## src/design/dld_pkg.sv

```systemverilog
// ----------------------------------------------------------------------------
// dld_pkg
// Shared constants for the bounded linked deque: operation kinds, status
// codes and default sizes.
// ----------------------------------------------------------------------------
package dld_pkg;

    localparam int DEF_CAPACITY  = 16;
    localparam int DEF_WORD_BITS = 32;
    localparam int KIND_W        = 3;
    localparam int STATUS_W      = 2;

    // operation kinds
    localparam logic [KIND_W-1:0] OP_PUSH_FRONT = 3'd0;
    localparam logic [KIND_W-1:0] OP_PUSH_BACK  = 3'd1;
    localparam logic [KIND_W-1:0] OP_POP_FRONT  = 3'd2;
    localparam logic [KIND_W-1:0] OP_POP_BACK   = 3'd3;
    localparam logic [KIND_W-1:0] OP_POP_AT     = 3'd4;
    localparam logic [KIND_W-1:0] OP_REVERSE    = 3'd5;

    // result status codes
    localparam logic [STATUS_W-1:0] ST_OK    = 2'd0;
    localparam logic [STATUS_W-1:0] ST_EMPTY = 2'd1;
    localparam logic [STATUS_W-1:0] ST_FULL  = 2'd2;
    localparam logic [STATUS_W-1:0] ST_RANGE = 2'd3;

endpackage

```

## src/design/dld_if.sv

```systemverilog
// ----------------------------------------------------------------------------
// dld_in_if / dld_out_if
// Valid/ready channels carrying operation items in and result items out.
// ----------------------------------------------------------------------------
interface dld_in_if #(
    parameter int WORD_BITS = dld_pkg::DEF_WORD_BITS,
    parameter int CAPACITY  = dld_pkg::DEF_CAPACITY
);
    localparam int CW = $clog2(CAPACITY + 1);

    logic                        valid;
    logic                        ready;
    logic [dld_pkg::KIND_W-1:0]  kind;
    logic [WORD_BITS-1:0]        value;
    logic [CW-1:0]               position;

    modport source (output valid, kind, value, position, input ready);
    modport sink   (input valid, kind, value, position, output ready);
endinterface

interface dld_out_if #(
    parameter int WORD_BITS = dld_pkg::DEF_WORD_BITS,
    parameter int CAPACITY  = dld_pkg::DEF_CAPACITY
);
    localparam int CW = $clog2(CAPACITY + 1);

    logic                          valid;
    logic                          ready;
    logic [dld_pkg::STATUS_W-1:0]  status;
    logic [WORD_BITS-1:0]          popped;
    logic [CW-1:0]                 count;

    modport source (output valid, status, popped, count, input ready);
    modport sink   (input valid, status, popped, count, output ready);
endinterface

```

## src/design/dld_store.sv

```systemverilog
// ----------------------------------------------------------------------------
// dld_store
// Node store: data words plus forward and backward links, each a
// synchronous memory with one registered read port and one write port.
// ----------------------------------------------------------------------------
module dld_store #(
    parameter int CAPACITY  = dld_pkg::DEF_CAPACITY,
    parameter int WORD_BITS = dld_pkg::DEF_WORD_BITS,
    parameter int AW        = $clog2(CAPACITY),
    parameter int NW        = $clog2(CAPACITY + 1)
) (
    input  logic                 clk,
    input  logic [AW-1:0]        rd_addr,
    output logic [WORD_BITS-1:0] rd_word,
    output logic [NW-1:0]        rd_fwd,
    output logic [NW-1:0]        rd_bwd,
    input  logic                 word_we,
    input  logic [AW-1:0]        word_addr,
    input  logic [WORD_BITS-1:0] word_data,
    input  logic                 fwd_we,
    input  logic [AW-1:0]        fwd_addr,
    input  logic [NW-1:0]        fwd_data,
    input  logic                 bwd_we,
    input  logic [AW-1:0]        bwd_addr,
    input  logic [NW-1:0]        bwd_data
);
    logic [WORD_BITS-1:0] word_mem [CAPACITY];
    logic [NW-1:0]        fwd_mem  [CAPACITY];
    logic [NW-1:0]        bwd_mem  [CAPACITY];

    // write ports
    always_ff @(posedge clk)
    begin
        if (word_we)
        begin
            word_mem[word_addr] <= word_data;
        end
        if (fwd_we)
        begin
            fwd_mem[fwd_addr] <= fwd_data;
        end
        if (bwd_we)
        begin
            bwd_mem[bwd_addr] <= bwd_data;
        end
    end

    // registered read of one whole node
    always_ff @(posedge clk)
    begin
        rd_word <= word_mem[rd_addr];
        rd_fwd  <= fwd_mem[rd_addr];
        rd_bwd  <= bwd_mem[rd_addr];
    end
endmodule

```

## src/design/bounded_linked_deque.sv

```systemverilog
// ----------------------------------------------------------------------------
// bounded_linked_deque
// Deque kept as a doubly linked list in a node store of CAPACITY entries,
// driven by a read/modify/write sequencer.
// ----------------------------------------------------------------------------
//  channel | dir | payload
//  in_ch   | in  | kind, value, position
//  out_ch  | out | status, popped, count
//
//  One item at a time. A push takes an unused node from the fill counter
//  or reads one off the free chain first; a pop reads its node, unlinks it
//  and returns it to the free chain. Pop at position first walks fewer than
//  CAPACITY/2 links from the nearer end. Reverse and failing items skip the store.
//  No clearing pass: unused nodes are handed out by a fill counter.
//  A stalled result waits in the output register while the next item runs.
// ----------------------------------------------------------------------------
module bounded_linked_deque #(
    parameter int CAPACITY  = dld_pkg::DEF_CAPACITY,
    parameter int WORD_BITS = dld_pkg::DEF_WORD_BITS
) (
    input  logic       clk,
    input  logic       rst_n,
    dld_in_if.sink     in_ch,
    dld_out_if.source  out_ch
);
    import dld_pkg::*;

    localparam int AW = $clog2(CAPACITY);
    localparam int NW = $clog2(CAPACITY + 1);
    localparam logic [NW-1:0] NUL = NW'(CAPACITY);

    localparam logic [2:0] S_IDLE = 3'd0;
    localparam logic [2:0] S_RD   = 3'd1;
    localparam logic [2:0] S_WALK = 3'd2;
    localparam logic [2:0] S_W1   = 3'd3;
    localparam logic [2:0] S_W2   = 3'd4;
    localparam logic [2:0] S_PW1  = 3'd5;
    localparam logic [2:0] S_PW2  = 3'd6;
    localparam logic [2:0] S_DONE = 3'd7;

    logic [2:0]           state_reg, state_next;
    logic [NW-1:0]        end0_reg, end0_next;
    logic [NW-1:0]        end1_reg, end1_next;
    logic [NW-1:0]        free_head_reg, free_head_next;
    logic [NW-1:0]        fresh_reg, fresh_next;
    logic [NW-1:0]        count_reg, count_next;
    logic                 rev_reg, rev_next;
    logic [NW-1:0]        node_reg, node_next;
    logic [NW-1:0]        lf_reg, lf_next;
    logic [NW-1:0]        lb_reg, lb_next;
    logic [WORD_BITS-1:0] word_reg, word_next;
    logic                 dir_reg, dir_next;
    logic [NW-1:0]        steps_reg, steps_next;
    logic                 push_reg, push_next;
    logic                 pop_reg, pop_next;
    logic [STATUS_W-1:0]  status_reg, status_next;
    logic                 out_valid_reg, out_valid_next;
    logic [STATUS_W-1:0]  out_status_reg, out_status_next;
    logic [WORD_BITS-1:0] out_popped_reg, out_popped_next;
    logic [NW-1:0]        out_count_reg, out_count_next;

    logic [AW-1:0]        rd_addr;
    logic [WORD_BITS-1:0] rd_word;
    logic [NW-1:0]        rd_fwd, rd_bwd;
    logic                 word_we, fwd_we, bwd_we;
    logic [AW-1:0]        word_addr, fwd_addr, bwd_addr;
    logic [WORD_BITS-1:0] word_data;
    logic [NW-1:0]        fwd_data, bwd_data;

    logic                 fe;
    logic                 push_end;
    logic [NW-1:0]        old_end;
    logic [NW-1:0]        walk_next;

    dld_store #(
        .CAPACITY (CAPACITY),
        .WORD_BITS(WORD_BITS),
        .AW       (AW),
        .NW       (NW)
    ) u_store (
        .clk      (clk),
        .rd_addr  (rd_addr),
        .rd_word  (rd_word),
        .rd_fwd   (rd_fwd),
        .rd_bwd   (rd_bwd),
        .word_we  (word_we),
        .word_addr(word_addr),
        .word_data(word_data),
        .fwd_we   (fwd_we),
        .fwd_addr (fwd_addr),
        .fwd_data (fwd_data),
        .bwd_we   (bwd_we),
        .bwd_addr (bwd_addr),
        .bwd_data (bwd_data)
    );

    assign in_ch.ready   = (state_reg == S_IDLE);
    assign out_ch.valid  = out_valid_reg;
    assign out_ch.status = out_status_reg;
    assign out_ch.popped = out_popped_reg;
    assign out_ch.count  = out_count_reg;

    assign fe        = rev_reg;
    assign push_end  = (in_ch.kind == OP_PUSH_FRONT) ? fe : ~fe;
    assign old_end   = dir_reg ? end1_reg : end0_reg;
    assign walk_next = dir_reg ? rd_bwd : rd_fwd;

    // sequence one item through read, walk and write-back steps
    always_comb
    begin
        state_next      = state_reg;
        end0_next       = end0_reg;
        end1_next       = end1_reg;
        free_head_next  = free_head_reg;
        fresh_next      = fresh_reg;
        count_next      = count_reg;
        rev_next        = rev_reg;
        node_next       = node_reg;
        lf_next         = lf_reg;
        lb_next         = lb_reg;
        word_next       = word_reg;
        dir_next        = dir_reg;
        steps_next      = steps_reg;
        push_next       = push_reg;
        pop_next        = pop_reg;
        status_next     = status_reg;
        out_valid_next  = out_valid_reg;
        out_status_next = out_status_reg;
        out_popped_next = out_popped_reg;
        out_count_next  = out_count_reg;
        rd_addr         = node_reg[AW-1:0];
        word_we         = 1'b0;
        fwd_we          = 1'b0;
        bwd_we          = 1'b0;
        word_addr       = node_reg[AW-1:0];
        fwd_addr        = node_reg[AW-1:0];
        bwd_addr        = node_reg[AW-1:0];
        word_data       = word_reg;
        fwd_data        = NUL;
        bwd_data        = NUL;

        // drop a result the sink has taken
        if (out_valid_reg && out_ch.ready)
        begin
            out_valid_next = 1'b0;
        end

        case (state_reg)
            S_IDLE:
            begin
                if (in_ch.valid)
                begin
                    status_next = ST_OK;
                    push_next   = 1'b0;
                    pop_next    = 1'b0;
                    steps_next  = '0;
                    word_next   = in_ch.value;
                    state_next  = S_DONE;
                    case (in_ch.kind)
                        OP_PUSH_FRONT, OP_PUSH_BACK:
                        begin
                            if (count_reg == NUL)
                            begin
                                status_next = ST_FULL;
                            end
                            else
                            begin
                                push_next = 1'b1;
                                dir_next  = push_end;
                                if (fresh_reg != NUL)
                                begin
                                    node_next  = fresh_reg;
                                    fresh_next = fresh_reg + NW'(1);
                                    state_next = S_PW1;
                                end
                                else
                                begin
                                    node_next  = free_head_reg;
                                    state_next = S_RD;
                                end
                            end
                        end
                        OP_POP_FRONT, OP_POP_BACK:
                        begin
                            if (count_reg == '0)
                            begin
                                status_next = ST_EMPTY;
                            end
                            else
                            begin
                                pop_next   = 1'b1;
                                node_next  = ((in_ch.kind == OP_POP_FRONT) ? fe : ~fe)
                                             ? end1_reg : end0_reg;
                                state_next = S_RD;
                            end
                        end
                        OP_POP_AT:
                        begin
                            if (count_reg == '0)
                            begin
                                status_next = ST_EMPTY;
                            end
                            else if (in_ch.position == '0 || in_ch.position > count_reg)
                            begin
                                status_next = ST_RANGE;
                            end
                            else
                            begin
                                pop_next   = 1'b1;
                                state_next = S_RD;
                                // walk from the nearer end
                                if (in_ch.position > (count_reg >> 1))
                                begin
                                    dir_next   = ~fe;
                                    node_next  = fe ? end0_reg : end1_reg;
                                    steps_next = count_reg - in_ch.position;
                                end
                                else
                                begin
                                    dir_next   = fe;
                                    node_next  = fe ? end1_reg : end0_reg;
                                    steps_next = in_ch.position - NW'(1);
                                end
                            end
                        end
                        OP_REVERSE:
                        begin
                            rev_next = ~rev_reg;
                        end
                        default:
                        begin
                            status_next = ST_OK;
                        end
                    endcase
                end
            end

            S_RD:
            begin
                rd_addr    = node_reg[AW-1:0];
                state_next = S_WALK;
            end

            S_WALK:
            begin
                if (steps_reg == '0)
                begin
                    if (push_reg)
                    begin
                        // node taken off the free chain
                        free_head_next = rd_fwd;
                        state_next     = S_PW1;
                    end
                    else
                    begin
                        lf_next    = rd_fwd;
                        lb_next    = rd_bwd;
                        word_next  = rd_word;
                        state_next = S_W1;
                    end
                end
                else
                begin
                    // advance one link per cycle
                    node_next  = walk_next;
                    rd_addr    = walk_next[AW-1:0];
                    steps_next = steps_reg - NW'(1);
                end
            end

            S_W1:
            begin
                // unlink the node from its neighbors
                if (lb_reg != NUL)
                begin
                    fwd_we   = 1'b1;
                    fwd_addr = lb_reg[AW-1:0];
                    fwd_data = lf_reg;
                end
                else
                begin
                    end0_next = lf_reg;
                end
                if (lf_reg != NUL)
                begin
                    bwd_we   = 1'b1;
                    bwd_addr = lf_reg[AW-1:0];
                    bwd_data = lb_reg;
                end
                else
                begin
                    end1_next = lb_reg;
                end
                state_next = S_W2;
            end

            S_W2:
            begin
                // return the node to the free chain
                fwd_we         = 1'b1;
                fwd_addr       = node_reg[AW-1:0];
                fwd_data       = free_head_reg;
                free_head_next = node_reg;
                count_next     = count_reg - NW'(1);
                state_next     = S_DONE;
            end

            S_PW1:
            begin
                // fill the new node and hook it in at the chosen end
                word_we    = 1'b1;
                fwd_we     = 1'b1;
                bwd_we     = 1'b1;
                fwd_data   = dir_reg ? NUL : old_end;
                bwd_data   = dir_reg ? old_end : NUL;
                lf_next    = old_end;
                count_next = count_reg + NW'(1);
                if (dir_reg)
                begin
                    end1_next = node_reg;
                end
                else
                begin
                    end0_next = node_reg;
                end
                if (old_end != NUL)
                begin
                    state_next = S_PW2;
                end
                else
                begin
                    if (dir_reg)
                    begin
                        end0_next = node_reg;
                    end
                    else
                    begin
                        end1_next = node_reg;
                    end
                    state_next = S_DONE;
                end
            end

            S_PW2:
            begin
                // point the old end node back at the new one
                if (dir_reg)
                begin
                    fwd_we   = 1'b1;
                    fwd_addr = lf_reg[AW-1:0];
                    fwd_data = node_reg;
                end
                else
                begin
                    bwd_we   = 1'b1;
                    bwd_addr = lf_reg[AW-1:0];
                    bwd_data = node_reg;
                end
                state_next = S_DONE;
            end

            S_DONE:
            begin
                // hold until the output register is free
                if (!out_valid_reg || out_ch.ready)
                begin
                    out_valid_next  = 1'b1;
                    out_status_next = status_reg;
                    out_popped_next = pop_reg ? word_reg : '0;
                    out_count_next  = count_reg;
                    state_next      = S_IDLE;
                end
            end

            default:
            begin
                state_next = S_IDLE;
            end
        endcase
    end

    // control state
    always_ff @(posedge clk or negedge rst_n)
    begin
        if (!rst_n)
        begin
            state_reg     <= S_IDLE;
            end0_reg      <= NUL;
            end1_reg      <= NUL;
            free_head_reg <= NUL;
            fresh_reg     <= '0;
            count_reg     <= '0;
            rev_reg       <= 1'b0;
            push_reg      <= 1'b0;
            pop_reg       <= 1'b0;
            out_valid_reg <= 1'b0;
        end
        else
        begin
            state_reg     <= state_next;
            end0_reg      <= end0_next;
            end1_reg      <= end1_next;
            free_head_reg <= free_head_next;
            fresh_reg     <= fresh_next;
            count_reg     <= count_next;
            rev_reg       <= rev_next;
            push_reg      <= push_next;
            pop_reg       <= pop_next;
            out_valid_reg <= out_valid_next;
        end
    end

    // payload
    always_ff @(posedge clk)
    begin
        node_reg       <= node_next;
        lf_reg         <= lf_next;
        lb_reg         <= lb_next;
        word_reg       <= word_next;
        dir_reg        <= dir_next;
        steps_reg      <= steps_next;
        status_reg     <= status_next;
        out_status_reg <= out_status_next;
        out_popped_reg <= out_popped_next;
        out_count_reg  <= out_count_next;
    end
endmodule

```

## src/flat_wrapper.sv

```systemverilog
// flat-port wrapper written by rule: the top's interface ports become plain ports
module bounded_linked_deque_flat import dld_pkg::*;
#(
    parameter int CAPACITY  = dld_pkg::DEF_CAPACITY,
    parameter int WORD_BITS = dld_pkg::DEF_WORD_BITS
)
  (clk, rst_n, in_ch_valid, in_ch_kind, in_ch_value, in_ch_position, in_ch_ready, out_ch_valid, out_ch_status, out_ch_popped, out_ch_count, out_ch_ready);
  dld_in_if #(.WORD_BITS(WORD_BITS), .CAPACITY(CAPACITY)) in_ch_i ();
  dld_out_if #(.WORD_BITS(WORD_BITS), .CAPACITY(CAPACITY)) out_ch_i ();
  input  logic clk;
  input  logic rst_n;
  input wire logic [$bits(in_ch_i.valid)-1:0] in_ch_valid;
  input wire logic [$bits(in_ch_i.kind)-1:0] in_ch_kind;
  input wire logic [$bits(in_ch_i.value)-1:0] in_ch_value;
  input wire logic [$bits(in_ch_i.position)-1:0] in_ch_position;
  output wire logic [$bits(in_ch_i.ready)-1:0] in_ch_ready;
  output wire logic [$bits(out_ch_i.valid)-1:0] out_ch_valid;
  output wire logic [$bits(out_ch_i.status)-1:0] out_ch_status;
  output wire logic [$bits(out_ch_i.popped)-1:0] out_ch_popped;
  output wire logic [$bits(out_ch_i.count)-1:0] out_ch_count;
  input wire logic [$bits(out_ch_i.ready)-1:0] out_ch_ready;
  assign in_ch_i.valid = in_ch_valid;
  assign in_ch_i.kind = in_ch_kind;
  assign in_ch_i.value = in_ch_value;
  assign in_ch_i.position = in_ch_position;
  assign in_ch_ready = in_ch_i.ready;
  assign out_ch_valid = out_ch_i.valid;
  assign out_ch_status = out_ch_i.status;
  assign out_ch_popped = out_ch_i.popped;
  assign out_ch_count = out_ch_i.count;
  assign out_ch_i.ready = out_ch_ready;
  bounded_linked_deque #(.CAPACITY(CAPACITY), .WORD_BITS(WORD_BITS)) u_core (.clk(clk), .rst_n(rst_n), .in_ch(in_ch_i), .out_ch(out_ch_i));
endmodule
```

## config.mk

```make
export PLATFORM = sky130hd
export DESIGN_NAME = bounded_linked_deque_flat
export DESIGN_NICKNAME = d
export VERILOG_FILES = /design/src/design/dld_pkg.sv /design/src/design/dld_if.sv /design/src/design/dld_store.sv /design/src/design/bounded_linked_deque.sv /design/src/flat_wrapper.sv
export SDC_FILE = /design/constraint.sdc
export NUM_CORES = 1
export LEC_CHECK = 0
export ABC_CLOCK_PERIOD_IN_PS = 4700
export BUFFER_PORTS_ARGS = -buffer_cell sky130_fd_sc_hd__buf_4
export CELL_PAD_IN_SITES_DETAIL_PLACEMENT = 0
export CELL_PAD_IN_SITES_GLOBAL_PLACEMENT = 2
export CORE_AREA = 2 2 262 264
export CTS_BUF_LIST = sky130_fd_sc_hd__clkbuf_8
export CTS_CLUSTER_SIZE = 28
export DETAILED_ROUTE_END_ITERATION = 16
export DIE_AREA = 0 0 264 266
export PLACE_DENSITY_LB_ADDON = 0.1
export RECOVER_POWER = 50
export SYNTH_ARGS = -nofsm -noshare
export SYNTH_HDL_FRONTEND = slang
export SYNTH_HIERARCHICAL = 1
export SYNTH_SLANG_ARGS = --single-unit
export TNS_END_PERCENT = 10
```

## constraint.sdc

```tcl
create_clock -name clk -period 4.7 [get_ports clk]
set_input_delay 0.47 -clock clk [delete_from_list [all_inputs] [get_ports clk]]
set_output_delay 0.47 -clock clk [all_outputs]
set_load 0.005 [all_outputs]
```

==> flow_summary.toml, run 1 <==
[drt]
via_per_inst = 5.83
vias = 17700
first_iter_violations = 1447
dr.pass1.iters = 6
ant_nets = 0
drc = 0
wirelength_um = 79500
wire_per_inst_um = 26.2

[outcome]
failed_checks = "capacitance limit, slew limit"
status = "finished, violations left"

[synthesis]
seq_area_frac_synth = 0.739
yosys_warnings = 6
yosys_most_used_dff = "edfxtp_1"
synth-edff-count = 766
postSynthCellCount = 1813
synth.avg_cell_area_um2 = 18.4
ys_ff_latch = 840
syn-num-nets = 1876
netlist_area_mm2 = 0.0334
yosysUniqueCellTypes = 80
ys_async_sr_fraction = 0.0381

[grt]
grt_use_total = 0.232
grt_overflow_total = 0
grt_pass1_wl_um = 119000
grt_max_degree = 97
antenna_found_initial = 1
grt_pass1_vias = 18700

[worst_setup_path]
r2r_cells = 7
endpoint_kind = "register"
worstPathRequired_ns = 5.09
regToRegEndpoint = "u_core/u_store/bwd_mem[0][3]$_DFFE_PP_"
critPathKind = "register to register"
worstPathMaxFanout = 20
r2r_start = "u_core/state_reg[2]$_DFFE_PN0P_"
crit_path_start_kind = "register"
ff2ff_setup_slack_ns = 0.99
critPathArrivalTime_ns = 4.10

[worst_hold_path]
min_from = "in_ch_value[28]"
hold_end = "u_core/word_data[28]$_DFFE_PP_"
hold_depth = 3
hp-class = "input port to register"

[layout]
largest_register_ffs = 512
final_nets = 2098
area_delta_synth_final_pct = 14.1
design_area_mm2 = 0.0381
reg_top3 = "u_core/u_store/word_mem (512), u_core/u_store/bwd_mem (80), u_core/u_store/fwd_mem (80)"
top_register = "u_core/u_store/word_mem"
fin_cells = 3034
final_common_cell = "edfxtp_1"
drive_gt1_frac = 0.242
fillers = 5320
layout_common_cells = "edfxtp_1 (766), nand2_1 (183), mux4_2 (168)"

[floorplan]
io_pins = 85
start_util = 0.492
dieArea_mm2 = 0.0702
die_y_um = 266
rows = 96
core_area_mm2 = 0.0677
die_w_um = 264

[cts]
cts_setup_buffers = 0
cts_max_level = 4
cts-resized-gates = 0
tritoncts = "done"
cts.path.max_buffers = 3
clk_pin_slew_ns = 0.06
clock-sinks = 840
cts-root-buf = "clkbuf_8"
holdBufCountCts = 36
clock_latency_ns = 0.77
cts_made_buffers = 140

[power_and_ir_drop]
powerDensity_mw_per_mm2 = 612
leakagePower_nw = 13.0
ir_worst_vdd_uv = 475
p_total_mw = 23.3

[sta]
final.setup.tns_ns = 0
clock.fmax_mhz = 270
period_minus_slack_ns = 3.71
slew_headroom = -0.345
finalSetupViolCount = 0
min_period_over_period = 0.789
drv_slew = 115
worstMarginPinSlew_ns = 2.02
rsz0062_at_grt = "false"
hold_viol = 0
skew_ns = 0.0339

[flow_run]
cap_viol_max_count = 3

[placed_design]
gp_congestion = 0.784
io_buffers = 84
dpl.cell_count = 2739
dp.final_hpwl_um = 44100
placed_area_mm2 = 0.0353
## power breakdown
part,internal (mW),switching [mW]
registers,9.50,0.656
clock network,2.94,2.89
logic,3.09,4.23
total,15.5,7.77
## through the flow
step	hold WS, ns	util	setup slack (ns)
floorplan	0.174	-	0.485
global placement	0.453	0.521	1.12
detailed placement	0.458	0.521	1.10
CTS	0.00855	0.563	1.06
global route	0.0230	0.562	0.706
finish	0.0760	0.562	0.993
## worst max-delay path, cell delays in order (launching register included)
cell	delay [ns]
dfrtp_1	0.32
clkbuf_1	0.63
nand2_1	0.31
or2_2	0.38
nand2_1	0.15
mux2_2	0.39
or3b_2	0.52
nor3_1	0.63
## how the worst max path moves through the flow
| stage | to | cells after the start | slack [ns] | start |
|---|---|---|---|---|
| final | u_core/u_store/bwd_mem[0][3]$_DFFE_PP_ | 7 | 0.99 | u_core/state_reg[2]$_DFFE_PN0P_ |
| after global routing | u_core/u_store/bwd_mem[0][0]$_DFFE_PP_ | 7 | 0.71 | u_core/state_reg[2]$_DFFE_PN0P_ |
| after CTS | u_core/u_store/rd_fwd[1]$_DFF_P_ | 10 | 1.06 | u_core/steps_reg[0]$_DFFE_PP_ |
| after detailed placement | u_core/u_store/rd_word[5]$_DFF_P_ | 10 | 1.10 | u_core/steps_reg[0]$_DFFE_PP_ |
| after global placement | u_core/u_store/rd_word[5]$_DFF_P_ | 10 | 1.12 | u_core/steps_reg[0]$_DFFE_PP_ |
| after floorplan | u_core/u_store/word_mem[0][0]$_DFFE_PP_ | 6 | 0.48 | u_core/state_reg[1]$_DFFE_PN0P_ |
## routing by layer
metal / vias to the layer above / wire length [µm] / GRT usage
met5: - / 0 / 0
met4: 0 / 1540 / 0.0739
met3: 131 / 3560 / 0.0385
met2: 481 / 40000 / 0.385
met1: 9326 / 34400 / 0.317
li1: 7744 / - / -
## cells in the mapped netlist (all sizes together) (3+ instances only)
master	n	area, µm²
clkbuf	43	181
dfrtp	29	726
nand2	183	689
a32oi	4	35.0
or2	3	18.8
a22o	15	131
mux2	4	45.0
nand3b	8	60.1
xnor2	15	139
nand2b	13	81.3
nor4b	3	41.3
or3	4	30.0
or3b	4	37.5
edfxtp	766	23000
nand3	16	80.1
nor3b	5	52.6
and2	37	234
nand4	4	25.0
a22oi	86	646
inv	24	90.1
nor4	6	58.8
nor3	17	96.4
buf	47	348
o2111ai	4	35.0
dfxtp	42	841
a21o	12	90.1
o21a	3	22.5
nor2b	9	56.3
o22ai	7	43.8
mux4	168	3780
o31ai	5	47.5
mux2i	26	260
a31oi	3	18.8
o21ai	31	155
dfstp	3	78.8
nor2	77	294
xor2	5	43.8
a21oi	29	156
ha	17	213
and3	4	25.0
a221o	8	80.1
## final cells by class
type                    instances  area [µm²]  area share
clock buffers                 145        2000      0.0524
repair buffers                170        1480      0.0388
well taps                     882        1100      0.0290
flip-flops and latches        840       24600       0.647
diodes                          2        5.00    0.000131
inverters                      24        90.1     0.00237
clock inverters               112         524      0.0138
multi-input cells             859        8230       0.216
## cells by family after synthesis
family / after synthesis / share of synthesized area
AO/OA/AOI/OAI: 226 / 0.0496
buffers and inverters: 114 / 0.0186
flip-flops: 840 / 0.739
AND/OR/NAND/NOR: 396 / 0.0573
multiplexers: 198 / 0.123
XOR/XNOR: 20 / 0.00548
adder cells (fa/ha/maj): 19 / 0.00758
Note: power is estimated with default switching activity, not from simulation.
==> run 2: changes to the inputs <==
--- a/config.mk
+++ b/config.mk
@@ -5,15 +5,16 @@
 export SDC_FILE = /design/constraint.sdc
 export NUM_CORES = 1
 export LEC_CHECK = 0
-export ABC_CLOCK_PERIOD_IN_PS = 4700
+export ABC_AREA = 1
+export ABC_CLOCK_PERIOD_IN_PS = 3100
 export BUFFER_PORTS_ARGS = -buffer_cell sky130_fd_sc_hd__buf_4
 export CELL_PAD_IN_SITES_DETAIL_PLACEMENT = 0
 export CELL_PAD_IN_SITES_GLOBAL_PLACEMENT = 2
-export CORE_AREA = 2 2 262 264
+export CORE_AREA = 2 2 311 313
 export CTS_BUF_LIST = sky130_fd_sc_hd__clkbuf_8
 export CTS_CLUSTER_SIZE = 28
 export DETAILED_ROUTE_END_ITERATION = 16
-export DIE_AREA = 0 0 264 266
+export DIE_AREA = 0 0 313 315
 export PLACE_DENSITY_LB_ADDON = 0.1
 export RECOVER_POWER = 50
 export SYNTH_ARGS = -nofsm -noshare
==> constraint.sdc (replaced) <==
create_clock -name clk -period 3.1 [get_ports clk]
set_input_delay 0.31 -clock clk [delete_from_list [all_inputs] [get_ports clk]]
set_output_delay 0.31 -clock clk [all_outputs]
set_load 0.005 [all_outputs]
==> run 2 against run 1 <==
Against the previous run: the flow still finishes with violations (capacitance limit, slew limit); flip-flop and latch count is the same; final cell count grew 75%; final area grew 12%; clock skew grew 0.012 ns; core utilization shrank 12 points; largest cell class unchanged.
==> flow_summary.toml, run 2 <==
[synthesis]
seq_area_frac_synth = 0.668
synth_area_leaders = "edfxtp_1 (62%), nand2_1 (12%), nand3_1 (7.9%)"
netlist_area_mm2 = 0.0369
ys_async_sr_fraction = 0.0381
yosysMostFrequentCell = "nand2_1"
postSynthCellCount = 3728
synth-edff-count = 766
yosys_warnings = 6
yosysTopAreaCell = "edfxtp_1"
yosys_most_used_dff = "edfxtp_1"
syn-num-nets = 3791
yosysUniqueCellTypes = 43
synth.avg_cell_area_um2 = 9.90
yosys.area.top_type_share = 0.623
ys_ff_latch = 840
yosys-top-cells-count = "nand2_1 (1,229), edfxtp_1 (766), inv_1 (621)"

[sta]
period_minus_slack_ns = 2.98
hold_viol = 0
skew_ns = 0.0454
clock.fmax_mhz = 336
rsz0062_at_grt = "false"
whs_ns = 0.116
slew_headroom = -0.0686
min_period_over_period = 0.960
worstMarginPinSlew_ns = 1.60
finalSetupViolCount = 0
drv_slew = 108
worst_slack_ns = 0.123

[grt]
antenna_found_initial = 1
grt_pass1_wl_um = 157000
grt_max_degree = 93
grt_use_total = 0.215
grt_pass1_vias = 25300
grt_overflow_total = 0

[drt]
vias = 25700
dr.pass1.iters = 8
drc = 0
wirelength_um = 106000
via_per_inst = 4.84
first_iter_violations = 1924
wire_per_inst_um = 19.9
ant_nets = 0

[cts]
cts_max_level = 4
cts.path.max_buffers = 3
clock-sinks = 840
clock_latency_ns = 0.82
cts_setup_buffers = 0
tritoncts = "done"
cts-root-buf = "clkbuf_8"
cts_made_buffers = 148
clk_pin_slew_ns = 0.06

[layout]
final_nets = 3989
drive_gt1_frac = 0.0964
top_register = "u_core/u_store/word_mem"
layout_common_cells = "nand2_1 (1,234), edfxtp_1 (766), inv_1 (686)"
largest_register_ffs = 512
utilization = 0.446
design_area_mm2 = 0.0427
final_common_cell = "nand2_1"
area_delta_synth_final_pct = 15.7
reg_top3 = "u_core/u_store/word_mem (512), u_core/u_store/bwd_mem (80), u_core/u_store/fwd_mem (80)"

[outcome]
status = "finished, violations left"
failed_checks = "capacitance limit, slew limit"

[worst_setup_path]
crit_path_start_kind = "register"
worstPathRequired_ns = 3.55
critPathArrivalTime_ns = 3.43
crit_start = "u_core/state_reg[2]$_DFFE_PN0P_"
critPathKind = "register to register"
worstPathMaxFanout = 21
r2r_start = "u_core/state_reg[2]$_DFFE_PN0P_"
endpoint_kind = "register"

[power_and_ir_drop]
clkPwrFrac = 0.210
p_comb_frac = 0.410
p_sw_mw = 19.6
p_int_mw = 26.0
power_frac_seq = 0.381
powerDensity_mw_per_mm2 = 1070
leakagePower_nw = 18.7
p_total_mw = 45.6
switching_share = 0.429
ir_worst_vdd_uv = 1110

[worst_hold_path]
min_from = "in_ch_position[2]"
hp-class = "input port to register"

[floorplan]
die_w_um = 313
start_util = 0.386
die_y_um = 315
dieArea_mm2 = 0.0986
core_area_mm2 = 0.0957
io_pins = 85
rows = 114

[flow_run]
cap_viol_max_count = 3

[placed_design]
gp_congestion = 0.849
dp_slack_ns = 0.264
io_buffers = 84
dp.final_hpwl_um = 58300
placed_area_mm2 = 0.0396
## run 2: cell count changes after synthesis, sizes merged, moves of 52 or more
cell   change
nand2   +1055
mux4     -168
a22oi     -86
buf       +52
nand3    +572
inv      +609
## run 2: stage by stage
| stage | std cells | TNS, ns |
|---|---|---|
| final | 5324 | 0 |
| after global routing | 5324 | 0 |
| after CTS | 5323 | 0 |
| after detailed placement | 5007 | 0 |
| after global placement | 5007 | 0 |
| after floorplan | 3728 | -104.93 |
## run 2: path summary, 6_finish.rpt
kind	end	cells past startpoint	slack, ns
hold / removal	u_core/steps_reg[2]$_DFFE_PP_	6	0.12
hold reg to reg	u_core/out_ch.status[0]$_DFFE_PP_	0	0.43
setup reg to reg	u_core/u_store/fwd_mem[8][4]$_DFFE_PP_	8	0.12
max in group asynchronous	u_core/out_ch.valid$_DFF_PN0_	4	0.57
min in group asynchronous	u_core/end0_reg[4]$_DFFE_PN1P_	3	0.88
setup / recovery	u_core/u_store/fwd_mem[8][4]$_DFFE_PP_	8	0.12
## run 2: worst max-delay path: stages (launching register included)
cell	delay (ns)
dfrtp_1	0.47
inv_2	0.11
nor2_4	0.07
nand2_1	0.36
clkbuf_1	0.80
o22ai_1	0.25
a21oi_1	0.17
nand3_1	0.08
clkbuf_2	0.30
## run 2: power by group through the flow
stage	sequential (mW)	clock (mW)	combinational (mW)
6_report	17.4	9.56	18.7
4_1_cts	17.4	9.87	19.1
3_3_place_gp	17.5	0	18.9
2_1_floorplan	16.7	0	12.2
3_5_place_dp	17.6	0	19.0
5_1_grt	17.6	10.4	20.9
## run 2: kinds of logic after synthesis
logic type	Yosys count	synth area share
xor+xnor	13	0.00308
flops	840	0.668
compound gates	94	0.0144
fa+ha+maj	19	0.00685
simple gates	1965	0.224
buf+inv	797	0.0844
## run 2: timing repair
action	4_1_cts	5_1_grt
gates resized for setup	0	3
hold buffers	45	0
setup endpoints to repair	0	10
endpoints found under the hold margin	81	0
## run 2: final cells by class
| type | instances | area [µm²] |
|---|---|---|
| Antenna cell | 1 | 2.50 |
| Sequential cell | 840 | 24600 |
| Inverter | 635 | 2400 |
| Clock inverter | 110 | 522 |
| Timing Repair Buffer | 210 | 2040 |
| Tap cell | 1276 | 1600 |
| Multi-Input combinational cell | 2091 | 9270 |
| Fill cell | 9200 | 53000 |
| Clock buffer | 161 | 2220 |
## run 2: routing by layer
metal  global-route usage  vias up  routed length (µm)
met4               0.0849        0                3220
met3               0.0361      204                4740
met5                    0        -                   0
met1                0.281    12400               46700
li1                     -    12500                   -
met2                0.357      624               51100
==> run 3: changes to the inputs <==
--- a/config.mk
+++ b/config.mk
@@ -10,15 +10,15 @@
 export BUFFER_PORTS_ARGS = -buffer_cell sky130_fd_sc_hd__buf_4
 export CELL_PAD_IN_SITES_DETAIL_PLACEMENT = 0
 export CELL_PAD_IN_SITES_GLOBAL_PLACEMENT = 2
-export CORE_AREA = 2 2 311 313
+export CORE_AREA = 2 2 313 315
 export CTS_BUF_LIST = sky130_fd_sc_hd__clkbuf_8
 export CTS_CLUSTER_SIZE = 28
 export DETAILED_ROUTE_END_ITERATION = 16
-export DIE_AREA = 0 0 313 315
+export DIE_AREA = 0 0 315 317
 export PLACE_DENSITY_LB_ADDON = 0.1
-export RECOVER_POWER = 50
+export RECOVER_POWER = 100
+export SETUP_SLACK_MARGIN = 0.3
 export SYNTH_ARGS = -nofsm -noshare
 export SYNTH_HDL_FRONTEND = slang
-export SYNTH_HIERARCHICAL = 1
 export SYNTH_SLANG_ARGS = --single-unit
 export TNS_END_PERCENT = 10
==> run 3 against run 2 <==
Against the previous run: the flow still finishes with violations (capacitance limit, slew limit); non-clock buffer count increased by 2; clock skew decreased by 0.019 ns; sequential share of layout area decreased by 0.71 points; hold slack got worse by 0.029 ns; critical endpoint is now u_core.u_store.fwd_mem[5][2]$_DFFE_PP_; largest cell class unchanged.
==> flow_summary.toml, run 3 <==
[grt]
grt_overflow_total = 0
grt_max_degree = 130
grt_use_total = 0.229
grt_pass1_vias = 26300
antenna_found_initial = 1
grt_pass1_wl_um = 168000

[drt]
vias = 26500
wire_per_inst_um = 22.3
drc = 0
wirelength_um = 117000
dr.pass1.iters = 8
via_per_inst = 5.07
first_iter_violations = 2137
ant_nets = 0

[floorplan]
start_util = 0.388
rows = 114
io_pins = 85
die_w_um = 315
core_area_mm2 = 0.0963
die_y_um = 317
dieArea_mm2 = 0.0999

[sta]
rsz0062_at_grt = "true"
whs_ns = 0.0869
period_minus_slack_ns = 2.84
worst_slack_ns = 0.257
hold_viol = 0
finalSetupViolCount = 0
clock.fmax_mhz = 352
min_period_over_period = 0.917
skew_ns = 0.0267
slew_headroom = -0.282
worstMarginPinSlew_ns = 1.92
drv_slew = 50

[synthesis]
yosysTopAreaCell = "edfxtp_1"
synth-edff-count = 766
yosys.area.top_type_share = 0.616
yosysMostFrequentCell = "nand2_1"
syn-num-nets = 3707
yosys_warnings = 0
yosys-top-cells-count = "nand2_1 (811), edfxtp_1 (766), nand3_1 (725)"
postSynthCellCount = 3644
yosys_most_used_dff = "edfxtp_1"
ys_ff_latch = 840
netlist_area_mm2 = 0.0373
synth_area_leaders = "edfxtp_1 (62%), nand3_1 (9.7%), nand2_1 (8.2%)"
seq_area_frac_synth = 0.660
ys_async_sr_fraction = 0.0381
synth.avg_cell_area_um2 = 10.2
yosysUniqueCellTypes = 45

[layout]
largest_register_ffs = 512
utilization = 0.449
drive_gt1_frac = 0.103
final_nets = 3895
final_common_cell = "nand2_1"
area_delta_synth_final_pct = 15.8
reg_top3 = "u_core.u_store.word_mem (512), u_core.u_store.bwd_mem (80), u_core.u_store.fwd_mem (80)"
top_register = "u_core.u_store.word_mem"
layout_common_cells = "nand2_1 (808), edfxtp_1 (766), nand3_1 (722)"
fin_cells = 5233

[cts]
cts.path.max_buffers = 3
cts_made_buffers = 149
clock-sinks = 840
tritoncts = "done"
cts_max_level = 4
clk_pin_slew_ns = 0.06
cts-root-buf = "clkbuf_8"
clock_latency_ns = 0.80

[worst_setup_path]
cp_top_family = "simple AND/OR/NAND/NOR gates"
crit_path_start_kind = "register"
critPathKind = "register to register"
endpoint_kind = "register"
critPathArrivalTime_ns = 3.28
max_stage_delay_ns = 0.46
cp_slowest_cell = "dfrtp_2"
worstPathRequired_ns = 3.53
critPathBufInv = 3
worstPathMaxFanout = 9
path_common_cell = "nor2_1"
worstPathCellList = "nand2_1 > nor2_2 > inv_2 > nor2_1 > nor2_1 > buf_4 > o211ai_1 > buf_4 > nand2_1 > nor2_1"

[placed_design]
dpl.cell_count = 4901
dp_slack_ns = -0.00224
gp_congestion = 0.859
dp.final_hpwl_um = 61200
io_buffers = 84

[outcome]
status = "finished, violations left"
failed_checks = "capacitance limit, slew limit"

[worst_hold_path]
hp-class = "input port to register"

[flow_run]
cap_viol_max_count = 2

[power_and_ir_drop]
p_total_mw = 45.3
ir_worst_vdd_uv = 879
powerDensity_mw_per_mm2 = 1050
leakagePower_nw = 18.3
[run 3: cell count changes after synthesis, sizes merged, moves of 3 or more]
| cell | previous run | this run |
|---|---|---|
| nor2 | 119 | 107 |
| nor3 | 5 | 2 |
| a22oi | 0 | 3 |
| o211ai | 4 | 13 |
| clkbuf | 63 | 60 |
| nand3 | 588 | 726 |
| nand3b | 1 | 127 |
| buf | 99 | 119 |
| nand2 | 1238 | 816 |
| o21ai | 47 | 57 |
| inv | 633 | 671 |
| o22ai | 3 | 9 |
| xnor2 | 3 | 6 |
[run 3: repair_timing]
| action | in CTS | in global routing |
|---|---|---|
| cloned | 0 | 7 |
| hold buffers | 40 | 0 |
| endpoints found under the hold margin | 73 | 0 |
| resized for setup | 12 | 28 |
| pin swaps | 1 | 3 |
| setup buffers | 1 | 8 |
| endpoints found under the setup margin | 70 | 191 |
[run 3: routing by layer]
metal	track usage	vias up	routed length (µm)
met3	0.0378	214	6290
met5	0	-	0
met1	0.302	13000	51600
met2	0.378	811	55200
li1	-	12500	-
met4	0.0885	0	3740
[run 3: tightest hold or removal path, stage by stage]
cell and delay, ns:
buf_4 0.08, inv_1 0.06, nand2_1 0.08, nand2_1 0.07
nand3_1 0.07, nand2_1 0.05
[run 3: kinds of logic (layout without fill, tap and decap cells)]
| family | count (synthesis) | count (layout) | share of synthesized area |
|---|---|---|---|
| simple gates | 1792 | 1795 | 0.220 |
| other cells | 0 | 1 | 0 |
| compound gates | 125 | 126 | 0.0201 |
| flops | 840 | 840 | 0.660 |
| xor+xnor | 14 | 14 | 0.00328 |
| fa+ha+maj | 19 | 19 | 0.00677 |
| buf+inv | 854 | 1162 | 0.0901 |
[run 3: path summary, 6_finish.rpt]
kind	slack, ns	endpoint	depth (start not counted)	from
setup / recovery	0.26	u_core.u_store.fwd_mem[5][2]$_DFFE_PP_	10	u_core.state_reg[1]$_DFFE_PN0P_
max in group asynchronous	0.78	u_core.state_reg[1]$_DFFE_PN0P_	3	rst_n
hold reg to reg	0.45	u_core.out_ch.status[0]$_DFFE_PP_	0	u_core.status_reg[0]$_DFFE_PP_
min in group asynchronous	0.35	u_core.end1_reg[4]$_DFFE_PN1P_	2	rst_n
setup reg to reg	0.26	u_core.u_store.fwd_mem[5][2]$_DFFE_PP_	10	u_core.state_reg[1]$_DFFE_PN0P_
hold / removal	0.09	u_core.steps_reg[2]$_DFFE_PP_	6	in_ch_position[2]
[run 3: cell type report]
type / instances / area, µm²
diodes: 1 / 2.50
multi-input cells: 1954 / 9590
inverters: 675 / 2540
fillers: 9189 / 53000
clock buffers: 168 / 2310
repair buffers: 212 / 2030
flip-flops and latches: 840 / 24600
well taps: 1276 / 1600
clock inverters: 107 / 518
[run 3: where the power goes]
part           switching (mW)  total [mW]  internal, mW
Combinational            13.0        18.3          5.35
Clock                    4.65        9.78          5.13
Sequential               1.72        17.2          15.5
[run 3: per-stage QoR]
stage / instance area, µm² / TNS (ns)
6_report: 43200 / 0
3_5_place_dp: 40100 / -0.0107
3_3_place_gp: 40100 / 0
2_1_floorplan: 37300 / 0
5_1_grt: 43200 / 0
4_1_cts: 43400 / 0
